<file path="config.mk">
export PLATFORM = sky130hd
export DESIGN_NAME = iwf_queue
export DESIGN_NICKNAME = d
export VERILOG_FILES = /design/src/iwf_queue.sv
export SDC_FILE = /design/constraint.sdc
export NUM_CORES = 1
export LEC_CHECK = 0
export BUFFER_PORTS_ARGS = -buffer_cell sky130_fd_sc_hd__buf_2
export CORE_MARGIN = 4
export CORE_UTILIZATION = 45
export CTS_CLUSTER_SIZE = 14
export DETAILED_ROUTE_END_ITERATION = 8
export GPL_ROUTABILITY_DRIVEN = 0
export PLACE_DENSITY = 0.66
export SYNTH_ARGS = -nofsm -noshare
export SYNTH_HDL_FRONTEND = slang
export SYNTH_SLANG_ARGS = --single-unit
export TNS_END_PERCENT = 5
</file>
<file path="constraint.sdc">
create_clock -name clock -period 2.1 [get_ports clock]
set_input_delay 0.315 -clock clock [delete_from_list [all_inputs] [get_ports clock]]
set_output_delay 0.315 -clock clock [all_outputs]
set_load 0.01 [all_outputs]
</file>
<file path="src/iwf_queue.sv">
`timescale 1ns / 1ps
module iwf_queue #(
   parameter int WIDTH = 8,
   parameter int DEPTH = 4
) (
   input  logic             clock,
   input  logic             reset,
   input  logic             push,
   input  logic [WIDTH-1:0] push_data,
   input  logic             pop,
   output logic [WIDTH-1:0] pop_data,
   output logic             empty,
   output logic [$clog2(DEPTH+1)-1:0] count
);
   localparam int AW = $clog2(DEPTH);
   logic [DEPTH-1:0][WIDTH-1:0] slot_ff;
   logic [AW-1:0] wr_ptr_ff, rd_ptr_ff;
   logic [$clog2(DEPTH+1)-1:0] count_ff;

   always_ff @(posedge clock) begin
      if (reset) begin
         wr_ptr_ff <= '0;
         rd_ptr_ff <= '0;
         count_ff  <= '0;
      end else begin
         if (push) wr_ptr_ff <= (wr_ptr_ff == AW'(DEPTH - 1)) ? '0 : wr_ptr_ff + 1'b1;
         if (pop) rd_ptr_ff <= (rd_ptr_ff == AW'(DEPTH - 1)) ? '0 : rd_ptr_ff + 1'b1;
         count_ff <= count_ff + (push ? 1'b1 : 1'b0) - (pop ? 1'b1 : 1'b0);
      end
      if (push) slot_ff[wr_ptr_ff] <= push_data;
   end
   assign pop_data = slot_ff[rd_ptr_ff];
   assign empty = (count_ff == '0);
   assign count = count_ff;
endmodule

</file>
## After elaboration in Yosys (flattened, before gate mapping)

Cells that the tools add are included.

- Register bits: 39
- Input port bits: 12

- $add $sub $neg: 4
- Order comparisons: 3
- Equality and inequality tests: 2
- Multiplexer cells: 9
- Reductions and logical operators: 2

Operator list:

| kind | count |
|---|---|
| $bwmux 32 | 1 |
| $bmux 8 s2 | 1 |
| $demux 8 s2 | 1 |
| $mux 8 | 2 |
| $lt 2x3->1 const B | 2 |
| $add 2x1->2 const B | 2 |
| $eq 2x2->1 const B | 2 |
| $mux 2 | 2 |
| $add 3x1->3 | 1 |
| $logic_not 3->1 | 1 |
| $sub 3x1->3 | 1 |
| $ge 2x1->1 const B | 1 |
| $mux 1 | 2 |
| $logic_and 1x1->1 | 1 |

## Logic depth before layout (Yosys ltp)

- Depth in word-level cells: 5
- Depth in mapped cells: 7

## Least setup slack after synthesis

No wires, ideal clock.

- Kind: reg-to-reg
- Start point: register count_ff[0] (netlist: count[0])
- End point: register count_ff[2] (netlist: count[2])
- Library setup time: 0.110 ns
- Arrival: 1.473 ns
- Data required time: 1.990 ns
- Slack: 0.517 ns
- Cell stages (with the launch flop): 8
- Period minus slack after synthesis: 1.583 ns
- Path through: dfxtp_1 inv_1 ha_1 inv_1 ha_1 fa_1 xor3_1 nor2_1

- Longest elaborated chain between the ends: 2

RTL lines:

| what | RTL line | text |
|---|---|---|
| from (decl) | 18 | `logic [$clog2(DEPTH+1)-1:0] count_ff;` |
| from (signal assigned) | 28 | `count_ff <= count_ff + (push ? 1'b1 : 1'b0) - (pop ? 1'b1 : 1'b0);` |
| $add 3x1->3 | 28 |  |
| $sub 3x1->3 | 28 |  |

No other way between the ends.
A chain may end at the register's enable or synchronous reset.

## Worst setup path in the final report

- Start point: register rd_ptr_ff[0]
- End point: output pop_data[4]

- Longest elaborated chain between the ends: 2

RTL lines:

| what | RTL line | text |
|---|---|---|
| from (decl) | 17 | `logic [AW-1:0] wr_ptr_ff, rd_ptr_ff;` |
| from (signal assigned) | 27 | `if (pop) rd_ptr_ff <= (rd_ptr_ff == AW'(DEPTH - 1)) ? '0 : rd_ptr_ff + 1'b1;` |
| $bmux 8 s2 | 32 | `assign pop_data = slot_ff[rd_ptr_ff];` |
| $mux 8 (implied by the code) | 32 |  |
| to (decl) | 11 | `output logic [WIDTH-1:0] pop_data,` |

No other way between the ends. The select of a mux whose other input is x is not followed.

==> results.cfg <==
[outcome]
status = finished, final reports clean

[global_routing]
grt_pass1_vias = 838
antenna_found_initial = 0
grt_pass1_wl_mm = 3.88
overflow = 0
grt_util_all_layers_pct = 12.7
grt_max_degree = 13

[cts]
cts_setup_buffers = 0
htreeDepth = 2
cts_tree = built
holdBufCountCts = 0
cts-root-buf = clkbuf_4
clk_path_buf_depth = 2
clk_latency_ps = 350
cts.sinks = 39
path_clk_slew_ps = 110
numCtsBuffers = 5

[sta]
hold_viol = 0
fmax_mhz = 522
clock-skew-final_ps = 6.67
worstMarginPinSlew_ps = 453
fin_crit_ps = 1920
tns_ps = 0
rsz0062_at_grt = false
finalSetupViolations = 0
whs_ps = 177
max_slew_margin_pct = 69.8
slew_violations = 0
timing.final.crit_share_pct = 91.2

[synth]
synth-seq-cells = 39
synthDistinctLibCells = 19
synth_area_leaders = edfxtp_1 (61%), mux4_2 (11%), dfxtp_1 (8.9%), ha_1 (5.6%), and2_1 (1.6%)
yosysSeqAreaShare_pct = 70.1
yosysMostFrequentCell = edfxtp_1
syn_avg_cell_area_um2 = 19.1
yosys_warnings = 0
synth_edf_count = 32
syn-cell-area_um2 = 1570
ys_top_cells_by_count = edfxtp_1 (32), mux4_2 (8), dfxtp_1 (7), ha_1 (7), inv_1 (6)
yosysTopAreaCell = edfxtp_1
syn_nets = 102
async_flop_share_pct = 0
ys.flop_type = edfxtp_1
syn_inst = 82
synth_top_area_share_pct = 61.2

[job]
cap_violations = 0

[place]
place_inst = 149
io_buffer_count = 23
place_hpwl_mm = 1.62

[worst_setup_path]
worst-path-max-fanout = 11
worstSetupStartpointType = flip-flop
worstPathCellList = mux4_2 -> buf_2
critPathSlowestCell = dfxtp_2
cp_data_required_time_ps = 1780
crit_family = flip-flops
crit_buf_inv = 1
crit_path_max_incr_delay_ps = 550
setup.worst_path.start = rd_ptr_ff[0]$_SDFFE_PP0P_
r2r_start = count[0]$_SDFF_PP0_
criticalPathCategory = flip-flop to output port
endpoint_kind = output port
critPathArrivalTime_ps = 1600

[floorplanning]
die_height_um = 67.1
num_rows = 21
die_x_um = 67.1
start_util_pct = 46.7
dieArea_um2 = 4500
ios = 24
core_um2 = 3360

[power]
powerDensity_nw_per_um2 = 958
p_leak_nw = 0.686
comb_power_share_pct = 12.8
p_sw_share_pct = 21.2
power_frac_clock_pct = 34.7
switching_power_w = 0.000371
power.internal_w = 0.00138
p_seq_share_pct = 52.5
peakVddDrop_mv = 0.457

[cells_and_area]
fin_util_pct = 54.4
synthToLayoutAreaGrowth_pct = 16.5
fin_cells = 157
drive_gt1_share_pct = 36.0
fin_nets = 130
diodes = 0

[route]
drc = 0
dr.first_iter.drc_count = 32
viasPerCell = 4.89
wirelength_mm = 2.36
num_vias = 767
routedWlPerCell_um = 15.0
antenna_left = 0
dr.pass1.iters = 4

[worst_hold_path]
min_path_type = primary input to flip-flop
hp-start = push_data[1]
final cells by class:
| type | instances | area [um^2] |
|---|---|---|
| Clock buffer | 6 | 41.3 |
| Clock inverter | 2 | 60.1 |
| Fill cell | 300 | 1530 |
| Inverter | 6 | 22.5 |
| Multi-Input combinational cell | 35 | 430 |
| Sequential cell | 39 | 1100 |
| Tap cell | 46 | 57.6 |
| Timing Repair Buffer | 23 | 115 |
timing repair:
item                                    in CTS  in global routing
endpoints found under the hold margin        0                  0
endpoints found under the setup margin       8                  0
gates resized for setup                      1                  0
per-stage QoR:
step                      worst slack (ps)  area [um^2]  power, W
after detailed placement               310         1730   0.00117
after floorplan                        517         1570   0.00108
after global routing                  71.6         1830   0.00184
after global placement                 320         1730   0.00116
final                                  185         1830   0.00175
after CTS                              150         1830   0.00177
logic make-up after synthesis:
logic type	synth area share, %
simple gates	5.42
mux	12.7
xor+xnor	1.51
flops	70.1
buf+inv	2.47
fa+ha+maj	6.85
compound gates	0.876
registers in the layout, summed over array words and instances, names as in the netlist:
register and flops:
wr_ptr_ff 2, slot_ff 32, rd_ptr_ff 2, count 3
power groups by stage:
stage,Sequential (W),Combinational (W),Clock [W]
3_3_place_gp,0.000935,0.000223,0
2_1_floorplan,0.000930,0.000153,0
3_5_place_dp,0.000937,0.000231,0
4_1_cts,0.000920,0.000231,0.000623
5_1_grt,0.000927,0.000253,0.000664
6_report,0.000919,0.000224,0.000609
cells in the final DEF, fill, tap and decap left out, drive strengths merged:
master	count
nor3	1
clkbuf	6
bufinv	2
inv	6
mux4	8
ha	7
and2	4
nor2	3
nand2b	1
fa	1
nor2b	2
buf	23
dfxtp	7
mux2i	2
xor3	1
a21oi	2
or2b	1
edfxtp	32
or3b	2
worst paths after layout:
kind                                             endpoint  slack, ps  depth (start not counted)
worst max-delay path                          pop_data[4]        180                          2
worst min-delay path                slot_ff[17]$_DFFE_PP_        180                          1
worst max register to register        count[2]$_SDFF_PP0_        500                          7
worst min register to register  wr_ptr_ff[0]$_SDFFE_PP0P_        540                          2
layer usage:
metal  vias to the layer above  track usage, %  share of wire, %
li1                        367               -                 -
met1                       374            15.0                44
met2                        18            19.3                47
met3                         8            4.38               5.7
met4                         0            9.11               3.2
met5                         -               0                 0
Note: power is estimated with default switching activity, not from simulation.
